[config.mk]
export PLATFORM = sky130hd
export DESIGN_NAME = cmux_frame_receiver_core
export DESIGN_NICKNAME = d
export VERILOG_FILES = /design/src/rtl/cmux_pkg.sv /design/src/rtl/cmux_frame_store.sv /design/src/rtl/cmux_cmd_fifo.sv /design/src/rtl/cmux_rx_front.sv /design/src/rtl/cmux_rx_back.sv /design/src/rtl/cmux_frame_receiver_core.sv
export SDC_FILE = /design/constraint.sdc
export NUM_CORES = 1
export LEC_CHECK = 0
export BUFFER_PORTS_ARGS = -buffer_cell sky130_fd_sc_hd__buf_2
export CAP_MARGIN = 20
export CORE_UTILIZATION = 35
export CTS_BUF_LIST = sky130_fd_sc_hd__clkbuf_4 sky130_fd_sc_hd__clkbuf_8
export DETAILED_ROUTE_END_ITERATION = 6
export PLACE_DENSITY = 0.45
export REMOVE_ABC_BUFFERS = 1
export SLEW_MARGIN = 20
export SYNTH_ARGS = -nofsm -noshare
export SYNTH_HDL_FRONTEND = slang
export SYNTH_HIERARCHICAL = 1
export SYNTH_SLANG_ARGS = --single-unit
[constraint.sdc]
create_clock -name clk_i -period 8.4 [get_ports clk_i]
set_clock_uncertainty 0.1 [all_clocks]
set_input_delay 1.26 -clock clk_i [delete_from_list [all_inputs] [get_ports clk_i]]
set_output_delay 1.26 -clock clk_i [all_outputs]
set_load 0.05 [all_outputs]
[src/rtl/cmux_pkg.sv]
// shared types and constants of the cmux frame receiver
// used by the command queue, front end, back end and top level; no dependencies
package cmux_pkg;

  // default sizing
  localparam int unsigned FRAME_BYTES = 64;
  localparam int unsigned CHANNELS    = 8;

  // width of a payload length or byte count (frames never exceed 64 bytes)
  localparam int unsigned LEN_W = 7;

  // command queue depth
  localparam int unsigned CMD_DEPTH = 2;
  localparam int unsigned CMD_PTR_W = $clog2(CMD_DEPTH);

  // framing and control field codes
  localparam logic [7:0] FLAG_BYTE = 8'hF9;
  localparam logic [7:0] PF_BIT    = 8'h10;
  localparam logic [7:0] CTRL_SABM = 8'h2F;
  localparam logic [7:0] CTRL_DISC = 8'h43;
  localparam logic [7:0] CTRL_UI   = 8'h03;
  localparam logic [7:0] CTRL_UIH  = 8'hEF;

  // response frame requested
  localparam logic RESP_UA = 1'b0;
  localparam logic RESP_DM = 1'b1;

  typedef enum logic [1:0] {
    KIND_PAYLOAD = 2'd0,
    KIND_OPEN    = 2'd1,
    KIND_CLOSE   = 2'd2,
    KIND_RESP    = 2'd3
  } kind_e;

  typedef enum logic [1:0] {
    CH_UNKNOWN = 2'd0,
    CH_OPEN    = 2'd1,
    CH_CLOSED  = 2'd2
  } chan_e;

  typedef enum logic [1:0] {
    LINK_INIT   = 2'd0,
    LINK_OPEN   = 2'd1,
    LINK_CLOSED = 2'd2
  } link_e;

  typedef enum logic [2:0] {
    BK_IDLE,
    BK_EV0,
    BK_EV1,
    BK_PRD,
    BK_PDAT
  } back_e;

  // one decoded frame, handed from front to back
  typedef struct packed {
    logic [5:0]       ch;
    link_e            link;
    logic [1:0]       ev_cnt;    // event words before the payload, 0..2
    kind_e            ev0_kind;
    logic             ev0_resp;  // second event is always a close
    logic [LEN_W-1:0] pay_len;
    logic             hdr4;      // payload starts at byte 4, else byte 3
    logic             bank;
  } cmd_t;

  // frame bank released by the back end
  typedef struct packed {
    logic valid;
    logic bank;
  } rel_t;

endpackage

[src/rtl/cmux_frame_store.sv]
// two-bank frame byte store: one write port, one registered read port
// no dependencies
module cmux_frame_store #(
  parameter int unsigned ADDR_W = 7
) (
  input  logic              clk_i,
  input  logic              wr_en_i,
  input  logic [ADDR_W-1:0] wr_addr_i,
  input  logic [7:0]        wr_data_i,
  input  logic [ADDR_W-1:0] rd_addr_i,
  output logic [7:0]        rd_data_o
);

  logic [7:0] mem [2**ADDR_W];
  logic [7:0] rd_data_q;

  always_ff @(posedge clk_i) begin
    if (wr_en_i) begin
      mem[wr_addr_i] <= wr_data_i;
    end
  end

  always_ff @(posedge clk_i) begin
    rd_data_q <= mem[rd_addr_i];
  end

  assign rd_data_o = rd_data_q;

endmodule

[src/rtl/cmux_cmd_fifo.sv]
// short command queue between the frame front end and the result back end
// depends on cmux_pkg
module cmux_cmd_fifo (
  input  logic           clk_i,
  input  logic           rst_ni,
  input  logic           push_i,
  input  cmux_pkg::cmd_t data_i,
  output logic           full_o,
  input  logic           pop_i,
  output logic           empty_o,
  output cmux_pkg::cmd_t data_o
);

  localparam int unsigned CntW = $clog2(cmux_pkg::CMD_DEPTH + 1);

  cmux_pkg::cmd_t                    mem_q [cmux_pkg::CMD_DEPTH];
  logic [cmux_pkg::CMD_PTR_W-1:0]    wr_ptr_q, wr_ptr_d;
  logic [cmux_pkg::CMD_PTR_W-1:0]    rd_ptr_q, rd_ptr_d;
  logic [CntW-1:0]                   cnt_q, cnt_d;
  logic                              do_push, do_pop;

  assign full_o  = (cnt_q == CntW'(cmux_pkg::CMD_DEPTH));
  assign empty_o = (cnt_q == '0);
  assign data_o  = mem_q[rd_ptr_q];
  assign do_push = push_i && !full_o;
  assign do_pop  = pop_i && !empty_o;

  always_comb begin
    wr_ptr_d = wr_ptr_q;
    rd_ptr_d = rd_ptr_q;
    cnt_d    = cnt_q;
    if (do_push) begin
      wr_ptr_d = wr_ptr_q + 1'b1;
    end
    if (do_pop) begin
      rd_ptr_d = rd_ptr_q + 1'b1;
    end
    if (do_push && !do_pop) begin
      cnt_d = cnt_q + 1'b1;
    end else if (!do_push && do_pop) begin
      cnt_d = cnt_q - 1'b1;
    end
  end

  always_ff @(posedge clk_i or negedge rst_ni) begin
    if (!rst_ni) begin
      wr_ptr_q <= '0;
      rd_ptr_q <= '0;
      cnt_q    <= '0;
    end else begin
      wr_ptr_q <= wr_ptr_d;
      rd_ptr_q <= rd_ptr_d;
      cnt_q    <= cnt_d;
    end
  end

  always_ff @(posedge clk_i) begin
    if (do_push) begin
      mem_q[wr_ptr_q] <= data_i;
    end
  end

endmodule

[src/rtl/cmux_rx_front.sv]
// front end: frame delineation, header capture, frame decode, channel and link state
// depends on cmux_pkg; writes the frame store, feeds the command queue
module cmux_rx_front #(
  parameter  int unsigned FRAME_BYTES = cmux_pkg::FRAME_BYTES,
  parameter  int unsigned CHANNELS    = cmux_pkg::CHANNELS,
  localparam int unsigned AW          = $clog2(FRAME_BYTES)
) (
  input  logic           clk_i,
  input  logic           rst_ni,
  input  logic           push_i,
  input  logic [7:0]     rx_byte_i,
  output logic           full_o,
  output logic           cmd_push_o,
  output cmux_pkg::cmd_t cmd_o,
  input  logic           cmd_full_i,
  input  cmux_pkg::rel_t rel_i,
  output logic           wr_en_o,
  output logic [AW:0]    wr_addr_o,
  output logic [7:0]     wr_data_o
);

  localparam int unsigned CntW = $clog2(FRAME_BYTES + 1);
  localparam int unsigned ChW  = (CHANNELS > 1) ? $clog2(CHANNELS) : 1;

  logic                recv_q, recv_d;
  logic [CntW-1:0]     cnt_q, cnt_d;
  logic [7:0]          addr_q, addr_d;
  logic [7:0]          ctrl_q, ctrl_d;
  logic [7:0]          len0_q, len0_d;
  logic [7:0]          len1_q, len1_d;
  logic [1:0]          pend_q, pend_d;
  logic                wb_q, wb_d;
  cmux_pkg::link_e     mux_q, mux_d;
  cmux_pkg::chan_e     chan_q [CHANNELS];

  logic                accept;
  logic [CntW-1:0]     cnt_inc;
  logic [7:0]          lo, hi;
  logic [2:0]          hlen;
  logic [14:0]         dlen;
  logic [15:0]         flen;
  logic                hdr_done;

  // decode of the stored frame
  logic [5:0]          ch;
  logic [7:0]          ctrl_type;
  logic                in_range;
  logic [ChW-1:0]      cidx;
  cmux_pkg::chan_e     st;
  logic [14:0]         frame_dlen;
  cmux_pkg::cmd_t      dec_cmd;
  logic                dec_chan_we;
  cmux_pkg::chan_e     dec_chan_val;
  cmux_pkg::link_e     dec_mux;
  logic                dec_any;
  logic                chan_we;

  assign accept  = push_i && !full_o;
  assign full_o  = cmd_full_i || pend_q[wb_q];
  assign cnt_inc = cnt_q + 1'b1;

  // header fields, taking the byte being stored where it is one of them
  always_comb begin
    lo       = (cnt_q == CntW'(2)) ? rx_byte_i : len0_q;
    hi       = (cnt_q == CntW'(3)) ? rx_byte_i : len1_q;
    hlen     = lo[0] ? 3'd3 : 3'd4;
    dlen     = lo[0] ? {8'h00, lo[7:1]} : {hi, lo[7:1]};
    flen     = 16'(hlen) + {1'b0, dlen} + 16'd1;
    hdr_done = (16'(cnt_inc) >= 16'd3) && (16'(cnt_inc) >= 16'(hlen));
  end

  always_comb begin
    ch          = addr_q[7:2];
    ctrl_type   = ctrl_q & ~cmux_pkg::PF_BIT;
    in_range    = ({1'b0, ch} < 7'(CHANNELS));
    cidx        = ch[ChW-1:0];
    st          = chan_q[cidx];
    frame_dlen  = len0_q[0] ? {8'h00, len0_q[7:1]} : {len1_q, len0_q[7:1]};

    dec_chan_we  = 1'b0;
    dec_chan_val = cmux_pkg::CH_OPEN;
    dec_mux      = mux_q;

    dec_cmd          = '0;
    dec_cmd.ch       = ch;
    dec_cmd.ev0_kind = cmux_pkg::KIND_PAYLOAD;
    dec_cmd.ev0_resp = cmux_pkg::RESP_UA;
    dec_cmd.hdr4     = !len0_q[0];
    dec_cmd.bank     = wb_q;

    if (in_range) begin
      case (ctrl_type)
        cmux_pkg::CTRL_SABM: begin
          if (st != cmux_pkg::CH_OPEN) begin
            dec_chan_we    = 1'b1;
            dec_cmd.ev_cnt = 2'd1;
            if (ch != '0) begin
              dec_cmd.ev0_kind = cmux_pkg::KIND_OPEN;
            end else begin
              dec_cmd.ev0_kind = cmux_pkg::KIND_RESP;
              dec_mux          = cmux_pkg::LINK_OPEN;
            end
          end else if (ch != '0) begin
            dec_chan_we      = 1'b1;
            dec_chan_val     = cmux_pkg::CH_CLOSED;
            dec_cmd.ev_cnt   = 2'd1;
            dec_cmd.ev0_kind = cmux_pkg::KIND_CLOSE;
          end
        end
        cmux_pkg::CTRL_DISC: begin
          if (ch == '0) begin
            dec_mux = cmux_pkg::LINK_CLOSED;
          end
          dec_cmd.ev_cnt   = 2'd2;
          dec_cmd.ev0_kind = cmux_pkg::KIND_RESP;
          dec_cmd.ev0_resp = cmux_pkg::RESP_DM;
        end
        cmux_pkg::CTRL_UI, cmux_pkg::CTRL_UIH: begin
          if (st != cmux_pkg::CH_OPEN) begin
            dec_chan_we = 1'b1;
            if (ch != '0) begin
              dec_cmd.ev_cnt   = 2'd1;
              dec_cmd.ev0_kind = cmux_pkg::KIND_OPEN;
            end
          end
          if (ch != '0) begin
            dec_cmd.pay_len = cmux_pkg::LEN_W'(frame_dlen);
          end
        end
        default: begin
        end
      endcase
    end

    dec_cmd.link = dec_mux;
    dec_any      = (dec_cmd.ev_cnt != '0) || (dec_cmd.pay_len != '0);
  end

  always_comb begin
    recv_d     = recv_q;
    cnt_d      = cnt_q;
    addr_d     = addr_q;
    ctrl_d     = ctrl_q;
    len0_d     = len0_q;
    len1_d     = len1_q;
    wb_d       = wb_q;
    mux_d      = mux_q;
    pend_d     = pend_q;
    wr_en_o    = 1'b0;
    cmd_push_o = 1'b0;
    chan_we    = 1'b0;

    if (rel_i.valid) begin
      pend_d[rel_i.bank] = 1'b0;
    end

    if (accept) begin
      if (recv_q) begin
        if (cnt_q == '0 && rx_byte_i == cmux_pkg::FLAG_BYTE) begin
          // repeated opening flag
        end else if (cnt_q >= CntW'(FRAME_BYTES)) begin
          recv_d = 1'b0;
          cnt_d  = '0;
        end else begin
          wr_en_o = 1'b1;
          cnt_d   = cnt_inc;
          if (cnt_q == CntW'(0)) addr_d = rx_byte_i;
          if (cnt_q == CntW'(1)) ctrl_d = rx_byte_i;
          if (cnt_q == CntW'(2)) len0_d = rx_byte_i;
          if (cnt_q == CntW'(3)) len1_d = rx_byte_i;
          if (hdr_done) begin
            if (flen > 16'(FRAME_BYTES)) begin
              recv_d = 1'b0;
              cnt_d  = '0;
            end else if (16'(cnt_inc) == flen) begin
              recv_d = 1'b0;
            end
          end
        end
      end else if (rx_byte_i == cmux_pkg::FLAG_BYTE) begin
        if (cnt_q == '0) begin
          recv_d = 1'b1;
        end else begin
          // closing flag of a complete frame
          cnt_d      = '0;
          chan_we    = dec_chan_we;
          mux_d      = dec_mux;
          cmd_push_o = dec_any;
          if (dec_cmd.pay_len != '0) begin
            pend_d[wb_q] = 1'b1;
            wb_d         = !wb_q;
          end
        end
      end
    end
  end

  assign cmd_o     = dec_cmd;
  assign wr_addr_o = {wb_q, cnt_q[AW-1:0]};
  assign wr_data_o = rx_byte_i;

  always_ff @(posedge clk_i or negedge rst_ni) begin
    if (!rst_ni) begin
      recv_q <= 1'b0;
      cnt_q  <= '0;
      pend_q <= '0;
      wb_q   <= 1'b0;
      mux_q  <= cmux_pkg::LINK_INIT;
    end else begin
      recv_q <= recv_d;
      cnt_q  <= cnt_d;
      pend_q <= pend_d;
      wb_q   <= wb_d;
      mux_q  <= mux_d;
    end
  end

  always_ff @(posedge clk_i or negedge rst_ni) begin
    if (!rst_ni) begin
      for (int i = 0; i < CHANNELS; i++) begin
        chan_q[i] <= cmux_pkg::CH_UNKNOWN;
      end
    end else if (chan_we) begin
      chan_q[cidx] <= dec_chan_val;
    end
  end

  always_ff @(posedge clk_i) begin
    addr_q <= addr_d;
    ctrl_q <= ctrl_d;
    len0_q <= len0_d;
    len1_q <= len1_d;
  end

endmodule

[src/rtl/cmux_rx_back.sv]
// back end: expands queued frame commands into result words, reads payload from the store
// depends on cmux_pkg; reads the frame store, pops the command queue
module cmux_rx_back #(
  parameter  int unsigned FRAME_BYTES = cmux_pkg::FRAME_BYTES,
  localparam int unsigned AW          = $clog2(FRAME_BYTES)
) (
  input  logic           clk_i,
  input  logic           rst_ni,
  input  logic           cmd_empty_i,
  input  cmux_pkg::cmd_t cmd_i,
  output logic           cmd_pop_o,
  output logic [AW:0]    rd_addr_o,
  input  logic [7:0]     rd_data_i,
  output cmux_pkg::rel_t rel_o,
  output logic           empty_o,
  input  logic           pop_i,
  output logic [1:0]     kind_o,
  output logic [5:0]     channel_o,
  output logic           response_type_o,
  output logic [7:0]     payload_byte_o,
  output logic           last_o,
  output logic [1:0]     link_state_o
);

  cmux_pkg::back_e              state_q, state_d;
  cmux_pkg::cmd_t               cur_q, cur_d;
  logic [AW-1:0]                idx_q, idx_d;
  logic [cmux_pkg::LEN_W-1:0]   rem_q, rem_d;

  logic                         out_v_q, out_v_d;
  cmux_pkg::kind_e              out_kind_q, out_kind_d;
  logic [5:0]                   out_ch_q, out_ch_d;
  logic                         out_resp_q, out_resp_d;
  logic [7:0]                   out_byte_q, out_byte_d;
  logic                         out_last_q, out_last_d;
  cmux_pkg::link_e              out_link_q, out_link_d;

  logic                         slot_free;

  assign slot_free = !out_v_q || pop_i;

  always_comb begin
    state_d    = state_q;
    cur_d      = cur_q;
    idx_d      = idx_q;
    rem_d      = rem_q;
    out_v_d    = out_v_q && !pop_i;
    out_kind_d = out_kind_q;
    out_ch_d   = out_ch_q;
    out_resp_d = out_resp_q;
    out_byte_d = out_byte_q;
    out_last_d = out_last_q;
    out_link_d = out_link_q;
    cmd_pop_o  = 1'b0;
    rel_o      = '0;

    case (state_q)
      cmux_pkg::BK_IDLE: begin
        if (!cmd_empty_i) begin
          cmd_pop_o = 1'b1;
          cur_d     = cmd_i;
          idx_d     = cmd_i.hdr4 ? AW'(4) : AW'(3);
          rem_d     = cmd_i.pay_len;
          state_d   = (cmd_i.ev_cnt != '0) ? cmux_pkg::BK_EV0 : cmux_pkg::BK_PRD;
        end
      end
      cmux_pkg::BK_EV0: begin
        if (slot_free) begin
          out_v_d    = 1'b1;
          out_kind_d = cur_q.ev0_kind;
          out_ch_d   = cur_q.ch;
          out_resp_d = cur_q.ev0_resp;
          out_byte_d = '0;
          out_link_d = cur_q.link;
          out_last_d = (cur_q.ev_cnt == 2'd1) && (rem_q == '0);
          if (cur_q.ev_cnt == 2'd2) begin
            state_d = cmux_pkg::BK_EV1;
          end else if (rem_q != '0) begin
            state_d = cmux_pkg::BK_PRD;
          end else begin
            state_d = cmux_pkg::BK_IDLE;
          end
        end
      end
      cmux_pkg::BK_EV1: begin
        if (slot_free) begin
          out_v_d    = 1'b1;
          out_kind_d = cmux_pkg::KIND_CLOSE;
          out_ch_d   = cur_q.ch;
          out_resp_d = cmux_pkg::RESP_UA;
          out_byte_d = '0;
          out_link_d = cur_q.link;
          out_last_d = (rem_q == '0);
          state_d    = (rem_q != '0) ? cmux_pkg::BK_PRD : cmux_pkg::BK_IDLE;
        end
      end
      cmux_pkg::BK_PRD: begin
        // store read in flight
        state_d = cmux_pkg::BK_PDAT;
      end
      cmux_pkg::BK_PDAT: begin
        if (slot_free) begin
          out_v_d    = 1'b1;
          out_kind_d = cmux_pkg::KIND_PAYLOAD;
          out_ch_d   = cur_q.ch;
          out_resp_d = cmux_pkg::RESP_UA;
          out_byte_d = rd_data_i;
          out_link_d = cur_q.link;
          out_last_d = (rem_q == cmux_pkg::LEN_W'(1));
          rem_d      = rem_q - 1'b1;
          idx_d      = idx_q + 1'b1;
          if (rem_q == cmux_pkg::LEN_W'(1)) begin
            state_d     = cmux_pkg::BK_IDLE;
            rel_o.valid = 1'b1;
            rel_o.bank  = cur_q.bank;
          end else begin
            state_d = cmux_pkg::BK_PRD;
          end
        end
      end
      default: begin
        state_d = cmux_pkg::BK_IDLE;
      end
    endcase
  end

  assign rd_addr_o       = {cur_q.bank, idx_q};
  assign empty_o         = !out_v_q;
  assign kind_o          = out_kind_q;
  assign channel_o       = out_ch_q;
  assign response_type_o = out_resp_q;
  assign payload_byte_o  = out_byte_q;
  assign last_o          = out_last_q;
  assign link_state_o    = out_link_q;

  always_ff @(posedge clk_i or negedge rst_ni) begin
    if (!rst_ni) begin
      state_q <= cmux_pkg::BK_IDLE;
      out_v_q <= 1'b0;
    end else begin
      state_q <= state_d;
      out_v_q <= out_v_d;
    end
  end

  always_ff @(posedge clk_i) begin
    cur_q      <= cur_d;
    idx_q      <= idx_d;
    rem_q      <= rem_d;
    out_kind_q <= out_kind_d;
    out_ch_q   <= out_ch_d;
    out_resp_q <= out_resp_d;
    out_byte_q <= out_byte_d;
    out_last_q <= out_last_d;
    out_link_q <= out_link_d;
  end

  // a payload read is only started with bytes left to send
  assert property (@(posedge clk_i) disable iff (!rst_ni)
    (state_q == cmux_pkg::BK_PRD) |-> (rem_q != '0))
    else $error("payload read with no bytes left");

  // payload words never belong to the control channel
  assert property (@(posedge clk_i) disable iff (!rst_ni)
    (out_v_q && out_kind_q == cmux_pkg::KIND_PAYLOAD) |-> (out_ch_q != '0))
    else $error("payload word on control channel");

  // back to idle only after the final word of a frame has been loaded
  assert property (@(posedge clk_i) disable iff (!rst_ni)
    (state_q == cmux_pkg::BK_IDLE && out_v_q) |-> out_last_q)
    else $error("idle with an unfinished frame in the output register");

endmodule

[src/rtl/cmux_frame_receiver_core.sv]
// top level of the cmux basic-option frame receiver
// depends on cmux_pkg, cmux_rx_front, cmux_cmd_fifo, cmux_frame_store, cmux_rx_back
//
// Receives link bytes as words on a queue-style input (push/full) and delivers
// result words on a queue-style output (empty/pop). A 0xF9 flag opens a frame;
// address, control, length (one or two bytes, EA in bit 0), payload and FCS
// are stored, and the next flag decodes SABM, DISC, UI and UIH. Results are
// channel open/close events, UA/DM response requests and the payload bytes of
// UI/UIH frames on nonzero channels; last marks the final word of a frame and
// link_state is the link state after that frame. The FCS is not checked;
// channels at or above CHANNELS and unknown control types give no words, and
// frames longer than FRAME_BYTES are dropped. Timing: one input byte is taken
// per cycle while full is low. A closing flag queues a command; the back end
// pops it when idle and emits event words at one per cycle while results are
// popped, then payload bytes one at a time (store read, then output
// register), each read starting once the previous byte is loaded. The store
// has two frame banks: the next frame is received while the previous one is
// read out, and full is raised only while both banks wait for readout or the
// two-entry command queue is full. No clearing pass is needed after reset.
module cmux_frame_receiver_core #(
  parameter int unsigned FRAME_BYTES = cmux_pkg::FRAME_BYTES,  // 8..64
  parameter int unsigned CHANNELS    = cmux_pkg::CHANNELS      // 1..64
) (
  input  logic       clk_i,
  input  logic       rst_ni,
  // byte input
  input  logic       push,
  output logic       full,
  input  logic [7:0] rx_byte_i,
  // result output
  output logic       empty,
  input  logic       pop,
  output logic [1:0] kind_o,
  output logic [5:0] channel_o,
  output logic       response_type_o,
  output logic [7:0] payload_byte_o,
  output logic       last_o,
  output logic [1:0] link_state_o
);

  localparam int unsigned AW = $clog2(FRAME_BYTES);

  // front to queue
  logic           cmd_push;
  logic           cmd_full;
  cmux_pkg::cmd_t cmd_in;
  // queue to back
  logic           cmd_pop;
  logic           cmd_empty;
  cmux_pkg::cmd_t cmd_out;
  // bank release from back to front
  cmux_pkg::rel_t rel;
  // frame store ports
  logic           wr_en;
  logic [AW:0]    wr_addr;
  logic [7:0]     wr_data;
  logic [AW:0]    rd_addr;
  logic [7:0]     rd_data;

  // framing, header capture and decode; owns channel and link state
  cmux_rx_front #(
    .FRAME_BYTES (FRAME_BYTES),
    .CHANNELS    (CHANNELS)
  ) u_front (
    .clk_i      (clk_i),
    .rst_ni     (rst_ni),
    .push_i     (push),
    .rx_byte_i  (rx_byte_i),
    .full_o     (full),
    .cmd_push_o (cmd_push),
    .cmd_o      (cmd_in),
    .cmd_full_i (cmd_full),
    .rel_i      (rel),
    .wr_en_o    (wr_en),
    .wr_addr_o  (wr_addr),
    .wr_data_o  (wr_data)
  );

  // decoded frames waiting for readout
  cmux_cmd_fifo u_cmd_fifo (
    .clk_i   (clk_i),
    .rst_ni  (rst_ni),
    .push_i  (cmd_push),
    .data_i  (cmd_in),
    .full_o  (cmd_full),
    .pop_i   (cmd_pop),
    .empty_o (cmd_empty),
    .data_o  (cmd_out)
  );

  // two frame banks, bank select is the top address bit
  cmux_frame_store #(
    .ADDR_W (AW + 1)
  ) u_store (
    .clk_i     (clk_i),
    .wr_en_i   (wr_en),
    .wr_addr_i (wr_addr),
    .wr_data_i (wr_data),
    .rd_addr_i (rd_addr),
    .rd_data_o (rd_data)
  );

  // result sequencing and output register
  cmux_rx_back #(
    .FRAME_BYTES (FRAME_BYTES)
  ) u_back (
    .clk_i           (clk_i),
    .rst_ni          (rst_ni),
    .cmd_empty_i     (cmd_empty),
    .cmd_i           (cmd_out),
    .cmd_pop_o       (cmd_pop),
    .rd_addr_o       (rd_addr),
    .rd_data_i       (rd_data),
    .rel_o           (rel),
    .empty_o         (empty),
    .pop_i           (pop),
    .kind_o          (kind_o),
    .channel_o       (channel_o),
    .response_type_o (response_type_o),
    .payload_byte_o  (payload_byte_o),
    .last_o          (last_o),
    .link_state_o    (link_state_o)
  );

endmodule
### Yosys cells after proc, flatten, opt, wreduce, memory -nomap -nowiden

Memory sizes are Yosys's and may differ from the RTL's. A register that Yosys moved wholly into a read port is not among the register bits.
Cells that the tools add are included.

* flip-flop bits (word level): 116
* memory bits (writable): 1068
* input port bits: 12
* output and inout bits: 22
* logic and storage cells: 266
* memories: 2

Memory list
* u_store.mem: words 128, bits a word 8, rd ports 1, clocked after Yosys merged registers in 1, wr ports 1, RTL line cmux_frame_store.sv:14 `logic [7:0] mem [2**ADDR_W];`
* u_cmd_fifo.mem_q: words 2, bits a word 22, rd ports 1, clocked after Yosys merged registers in 0, wr ports 1, RTL line cmux_cmd_fifo.sv:16 `cmux_pkg::cmd_t mem_q [cmux_pkg::CMD_DEPTH];`

* add/subtract/negate cells: 9
* $lt $le $gt $ge: 11
* equal/unequal tests: 26
* mux-type cells: 116
* bitwise gates (word level): 9
* reduce and logical (&&, ||, !) cells: 57

Operators by type and width (count)
* $mux 7: 11
* $mux 2: 29
* $mux 1: 42
* $mux 8: 4
* $mux 3: 9
* $eq 7x2->1 const B: 3
* $reduce_and 4->1: 5
* $add 16x1->16 const B: 1
* $add 3x15->16: 1
* $bwmux 16: 1
* $eq 7x16->1: 1
* $gt 16x7->1 const B: 1
* $pmux 8 s2: 1
* $mux 15: 1
* $pmux 3 s5: 1
* $reduce_and 5->1: 3
* $eq 7x1->1 const B: 2
* $logic_not 7->1: 2
* $ne 2x1->1 const B: 7
* $pmux 7 s2: 1
* $reduce_bool 2->1: 7
* $reduce_bool 7->1: 2
* $logic_and 1x1->1: 12
* $mux 12: 1
* other kinds (51): 80

### Depth between registers and ports, before layout

* depth in word-level cells: 19
* gate-level depth with buffers: 18
* depth with buffers taken out: 17

### Hierarchy

Netlist, hierarchy kept.

Modules (own cells, without submodules)
* cmux_frame_store: times used 1, cells an instance 1635, area each 39658.0 µm², seq. area each 30909.6 µm²
* cmux_rx_front: times used 1, cells an instance 429, area each 4189.0 µm², seq. area each 1596.5 µm²
* cmux_rx_back: times used 1, cells an instance 173, area each 2243.4 µm², seq. area each 1511.4 µm²
* cmux_cmd_fifo: times used 1, cells an instance 87, area each 1788.0 µm², seq. area each 1421.4 µm²

### Worst setup path before layout

OpenSTA, ideal clock, no wires.

* path kind: input to register
* start: input rx_byte_i[0]
* end: register u_front.recv_q
* setup time: 0.095 ns
* arrival: 4.547 ns
* data required time: 8.205 ns
* path slack: 3.658 ns
* cell stages on the path: 13
* buffers on the path: 0
* cells stage by stage: and4_1 > nor2_4 > ha_1 > fa_1 > a21boi_0 > o21bai_1 > or4_1 > a221oi_1 > mux2_4 > a311oi_2 > o211ai_2 > and2_1 > o32ai_2

* cells in the longest elaborated chain, start to end: 11
* elaborated cells on any way between the ends: 19
* classes of those cells: add/sub (2); order compare (2); eq/ne (2); mux (11); reduce/logical (2)

Ends and longest elaborated chain
* from (decl): RTL line cmux_frame_receiver_core.sv:29 `input logic [7:0] rx_byte_i,`
* parallel branches: the longest is 10 deep, another holds $add 3x15->16
* $mux 1 *: RTL line cmux_rx_front.sv:158 `if (recv_q) begin`
* to (signal assigned): RTL line cmux_rx_front.sv:210 `recv_q <= recv_d;`
* to (decl): RTL line cmux_rx_front.sv:25 `logic recv_q, recv_d;`

Every way passes the cells marked *.
A chain may end at the register's enable or synchronous reset.

### Worst setup path after layout

* start: register u_front.cnt_q[4]
* end: register u_front.cnt_q[4]

* cells in the longest elaborated chain, start to end: 11
* elaborated cells on any way between the ends: 24
* classes of those cells: add/sub (3); order compare (4); eq/ne (4); mux (9); reduce/logical (4)

Ends and longest elaborated chain
* from (decl): RTL line cmux_rx_front.sv:26 `logic [CntW-1:0] cnt_q, cnt_d;`
* from (signal assigned): RTL line cmux_rx_front.sv:211 `cnt_q <= cnt_d;`
* $eq 7x2->1 (on tied branches): RTL line cmux_rx_front.sv:64, cmux_rx_front.sv:65
* $mux 8
* $mux 3 or $mux 15 (tied branches): RTL line cmux_rx_front.sv:66, cmux_rx_front.sv:67
* $add 3x15->16: RTL line cmux_rx_front.sv:68 `flen = 16'(hlen) + {1'b0, dlen} + 16'd1;`
* $add 16x1->16: RTL line cmux_rx_front.sv:68
* $gt 16x7->1: RTL line cmux_rx_front.sv:172 `if (flen > 16'(FRAME_BYTES)) begin`
* $mux 7: RTL line cmux_rx_front.sv:172
* $mux 7: RTL line cmux_rx_front.sv:171 `if (hdr_done) begin`
* $mux 7: RTL line cmux_rx_front.sv:161 `end else if (cnt_q >= CntW'(FRAME_BYTES)) begin`
* $mux 7: RTL line cmux_rx_front.sv:159 `if (cnt_q == '0 && rx_byte_i == cmux_pkg::FLAG_BYTE) begin`
* $mux 7: RTL line cmux_rx_front.sv:158

Several ways; a longest one is shown, not always the timed one. The select of a mux whose other input is x is not followed.

==> impl_metrics.json <==
{
  "startpoint_type": "register",
  "critPathLaunch": "u_front/cnt_q[4]$_DFFE_PN0P_",
  "crit_fanout": 17,
  "intPower_mw": 11.68,
  "setup_tns_ps": 0,
  "cts_tree": "yes",
  "whs_ps": 259.0,
  "drt-wirelength-per-cell_um": 28.38,
  "drive_gt1_share_pct": 31.02,
  "yosysSeqAreaShare_pct": 74.02,
  "power_density_nw_per_um2": 318.0,
  "coreArea_um2": 135600,
  "rsz0062_at_grt": "false",
  "worst-setup-path-type": "reg -> reg",
  "p_comb_share_pct": 28.6,
  "cts_setup_buffers": 0,
  "cts_resized": 0,
  "grt_pass1_wl_um": 180100,
  "synth_warnings": 6,
  "p_leak_nw": 17.23,
  "post-route-period-util_pct": 65.58,
  "r2r_start": "u_front/cnt_q[4]$_DFFE_PN0P_",
  "switchingPower_mw": 5.512,
  "utilization_pct": 39.87,
  "placed_area_um2": 50010,
  "numCtsBuffers": 200,
  "path_clk_slew_ps": 60,
  "vias_per_cell": 5.311,
  "clk_latency_ps": 910,
  "max_freq_mhz": 181.5,
  "io_buffers": 33,
  "synth_seq_cells": 1189,
  "finalWirelength_um": 125500,
  "cts_max_path_buffers": 3,
  "drtPass1Iterations": 5,
  "worst_pin_slew_ps": 1338,
  "drt_iter0_drc": 2319,
  "die_x_um": 371.9,
  "design_area_um2": 54070,
  "die-area_um2": 138300,
  "synth_edf_count": 1144,
  "switching_share_pct": 32.06,
  "cts_root_buf": "clkbuf_8",
  "dominantRegCellSynth": "edfxtp_1",
  "async_flop_share_pct": 3.112,
  "placedCellCount": 4048,
  "grt_max_degree": 153,
  "antenna_found_initial": 8,
  "drc": 0,
  "fillers": 12053,
  "netlist_area_um2": 47880,
  "syn_to_final_growth_pct": 12.94,
  "via_count": 23481,
  "critPathArrivalTime_ps": 6250,
  "grt_pass1_vias": 24268,
  "cts_hold_buf": 0,
  "end_kind": "register",
  "setup_ws_ps": 2891,
  "fin_nets": 2500,
  "ir_worst_vdd_v": 0.0002327,
  "grtUsageTotal_pct": 18.43,
  "finalPower_mw": 17.20,
  "cts_max_level": 4,
  "clock-sinks": 1189,
  "start_util_pct": 35.30,
  "yosys.cell_types.count": 76,
  "clockPowerShare_pct": 30.3,
  "dieHeight_um": 371.9,
  "slew_headroom_pct": 10.81,
  "fin_cells": 4421,
  "hold_viol_final": 0,
  "place.gp.congestion": 0.8356,
  "ant_nets": 0,
  "cp.required_ps": 9140,
  "max_cap_violations": 0,
  "finalCriticalPeriod_ps": 5509,
  "final_max_slew_viol_count": 0,
  "setup_viol_count_final": 0,
  "status": "complete, no violations",
  "post-dp-hpwl_um": 77050,
  "syn_inst": 2324,
  "worstHoldPathType": "in -> async",
  "grt_overflow": 0,
  "postSynthAreaPerCell_um2": 20.60,
  "io_pins": 34,
  "pwr-share-seq_pct": 41.1,
  "pre_cts_ws_ps": 2412,
  "placementRows": 135
}
-- layout make-up --
type                            count  area [µm²]  area share [%]
Timing Repair Buffer               72       518.0          0.9579
Clock inverter                    117       873.3           1.615
Clock buffer                      253        3176           5.873
Antenna cell                        3       7.507         0.01388
Tap cell                         1781        2228           4.121
Multi-Input combinational cell    977       11720           21.68
Sequential cell                  1189       35440           65.54
Inverter                           29       108.9          0.2013
-- cells in the final DEF, fill, tap and decap left out, drive strengths merged, types with 4 or more instances in the layout --
cell type  count
xnor2         19
and4           4
nand4          9
nand3         30
ha            18
a21oi         25
xor2          12
nor3          24
and2          18
inv           37
o22ai          5
mux2          55
mux2i         12
o211ai         4
clkbuf       253
a21o           7
and3          22
clkinv        96
a31oi         10
buf           72
o21ai         28
nor4           7
nor2b         18
dfxtp          8
mux4         337
nor3b          7
nor2         161
nand2b        21
a211o          5
edfxtp      1144
nand2         64
bufinv        10
a211oi         7
dfrtp         37
or4            7
a221oi         5
-- worst paths after layout --
kind | end | slack (ps) | depth (start not counted)
min in group clk_i | u_back/channel_o[5]$_DFFE_PP_ | 330 | 0
max in group asynchronous | u_cmd_fifo/rd_ptr_q$_DFFE_PN0P_ | 7470 | 1
min | u_front/chan_q[3]$_DFFE_PN0P_ | 260 | 1
max | u_front/cnt_q[4]$_DFFE_PN0P_ | 2890 | 14
max reg2reg | u_front/cnt_q[4]$_DFFE_PN0P_ | 2890 | 14
min reg2reg | u_back/channel_o[5]$_DFFE_PP_ | 330 | 0
-- routing by layer --
metal / track usage, % / vias to the layer above / routed length (µm)
li1: - / 9927 / -
met1: 25.54 / 12492 / 54960
met2: 27.80 / 852 / 57800
met3: 4.995 / 208 / 8871
met4: 6.747 / 2 / 3841
met5: 0 / - / 8
-- cell usage after synthesis, drive strengths merged, types with 3 or more instances --
cell type,number,area (µm²)
edfxtp,1144,34350
mux4,337,7590
nor2,161,611.8
buf,77,473.0
nand2,64,242.7
mux2,55,626.9
clkbuf,52,195.2
dfrtp,37,925.9
nand3,30,155.1
inv,29,108.9
o21ai,28,140.1
a21oi,25,132.6
nor3,24,125.1
and3,22,137.6
nand2b,21,131.4
xnor2,19,166.4
and2,18,115.1
ha,18,225.2
nor2b,18,112.6
mux2i,12,123.9
xor2,12,105.1
a31oi,10,62.56
nand4,9,56.30
dfxtp,8,160.2
a211oi,7,52.55
a21o,7,52.55
nor3b,7,52.55
nor4,7,58.81
or4,7,56.30
a211o,5,43.79
a221oi,5,43.79
o22ai,5,31.28
and4,4,35.03
o211ai,4,35.03
and3b,3,26.28
nand3b,3,22.52
-- flip-flops by register name, summed over array words and instances (netlist names), 3 cells and up, named ones only --
signal	count
u_store/mem	1024
u_cmd_fifo/mem_q	44
u_back/payload_byte_o	8
u_front/chan_q	16
u_back/rem_q	7
u_back/idx_q	6
u_store/rd_data_o	8
u_back/channel_o	6
u_front/cnt_q	7
u_front/ctrl_q	7
u_front/addr_q	6
u_front/len0_q	6
u_front/len1_q	8
u_back/state_q	3
u_back/cur_q	13
-- power by group through the flow --
stage               sequential [mW]  combinational, mW  clock (mW)
floorplan                      7.76               3.33           0
global placement               7.20               4.96           0
detailed placement             7.20               4.97           0
CTS                            7.08               4.98        5.38
global route                   7.11               5.20        5.62
finish                         7.08               4.92        5.20
-- kinds of logic after synthesis --
group | share of synthesized area, %
multiplexers | 17.42
flip-flops | 74.02
AND/OR/NAND/NOR | 4.207
adder cells (fa/ha/maj) | 0.5122
XOR/XNOR | 0.5671
AO/OA/AOI/OAI | 1.652
buffers and inverters | 1.623
-- critical path, cell delays in order, from the launching register on --
cell,delay [ps]
dfrtp_1,590
nor4_4,530
nand3_2,400
mux2i_1,250
ha_1,310
fa_1,530
a21boi_0,360
o21bai_1,110
or4_1,530
a221oi_1,370
mux2_4,340
a311oi_2,270
o211ai_2,240
a221oi_1,390
a21o_1,120
Note: power is estimated with default switching activity, not from simulation.
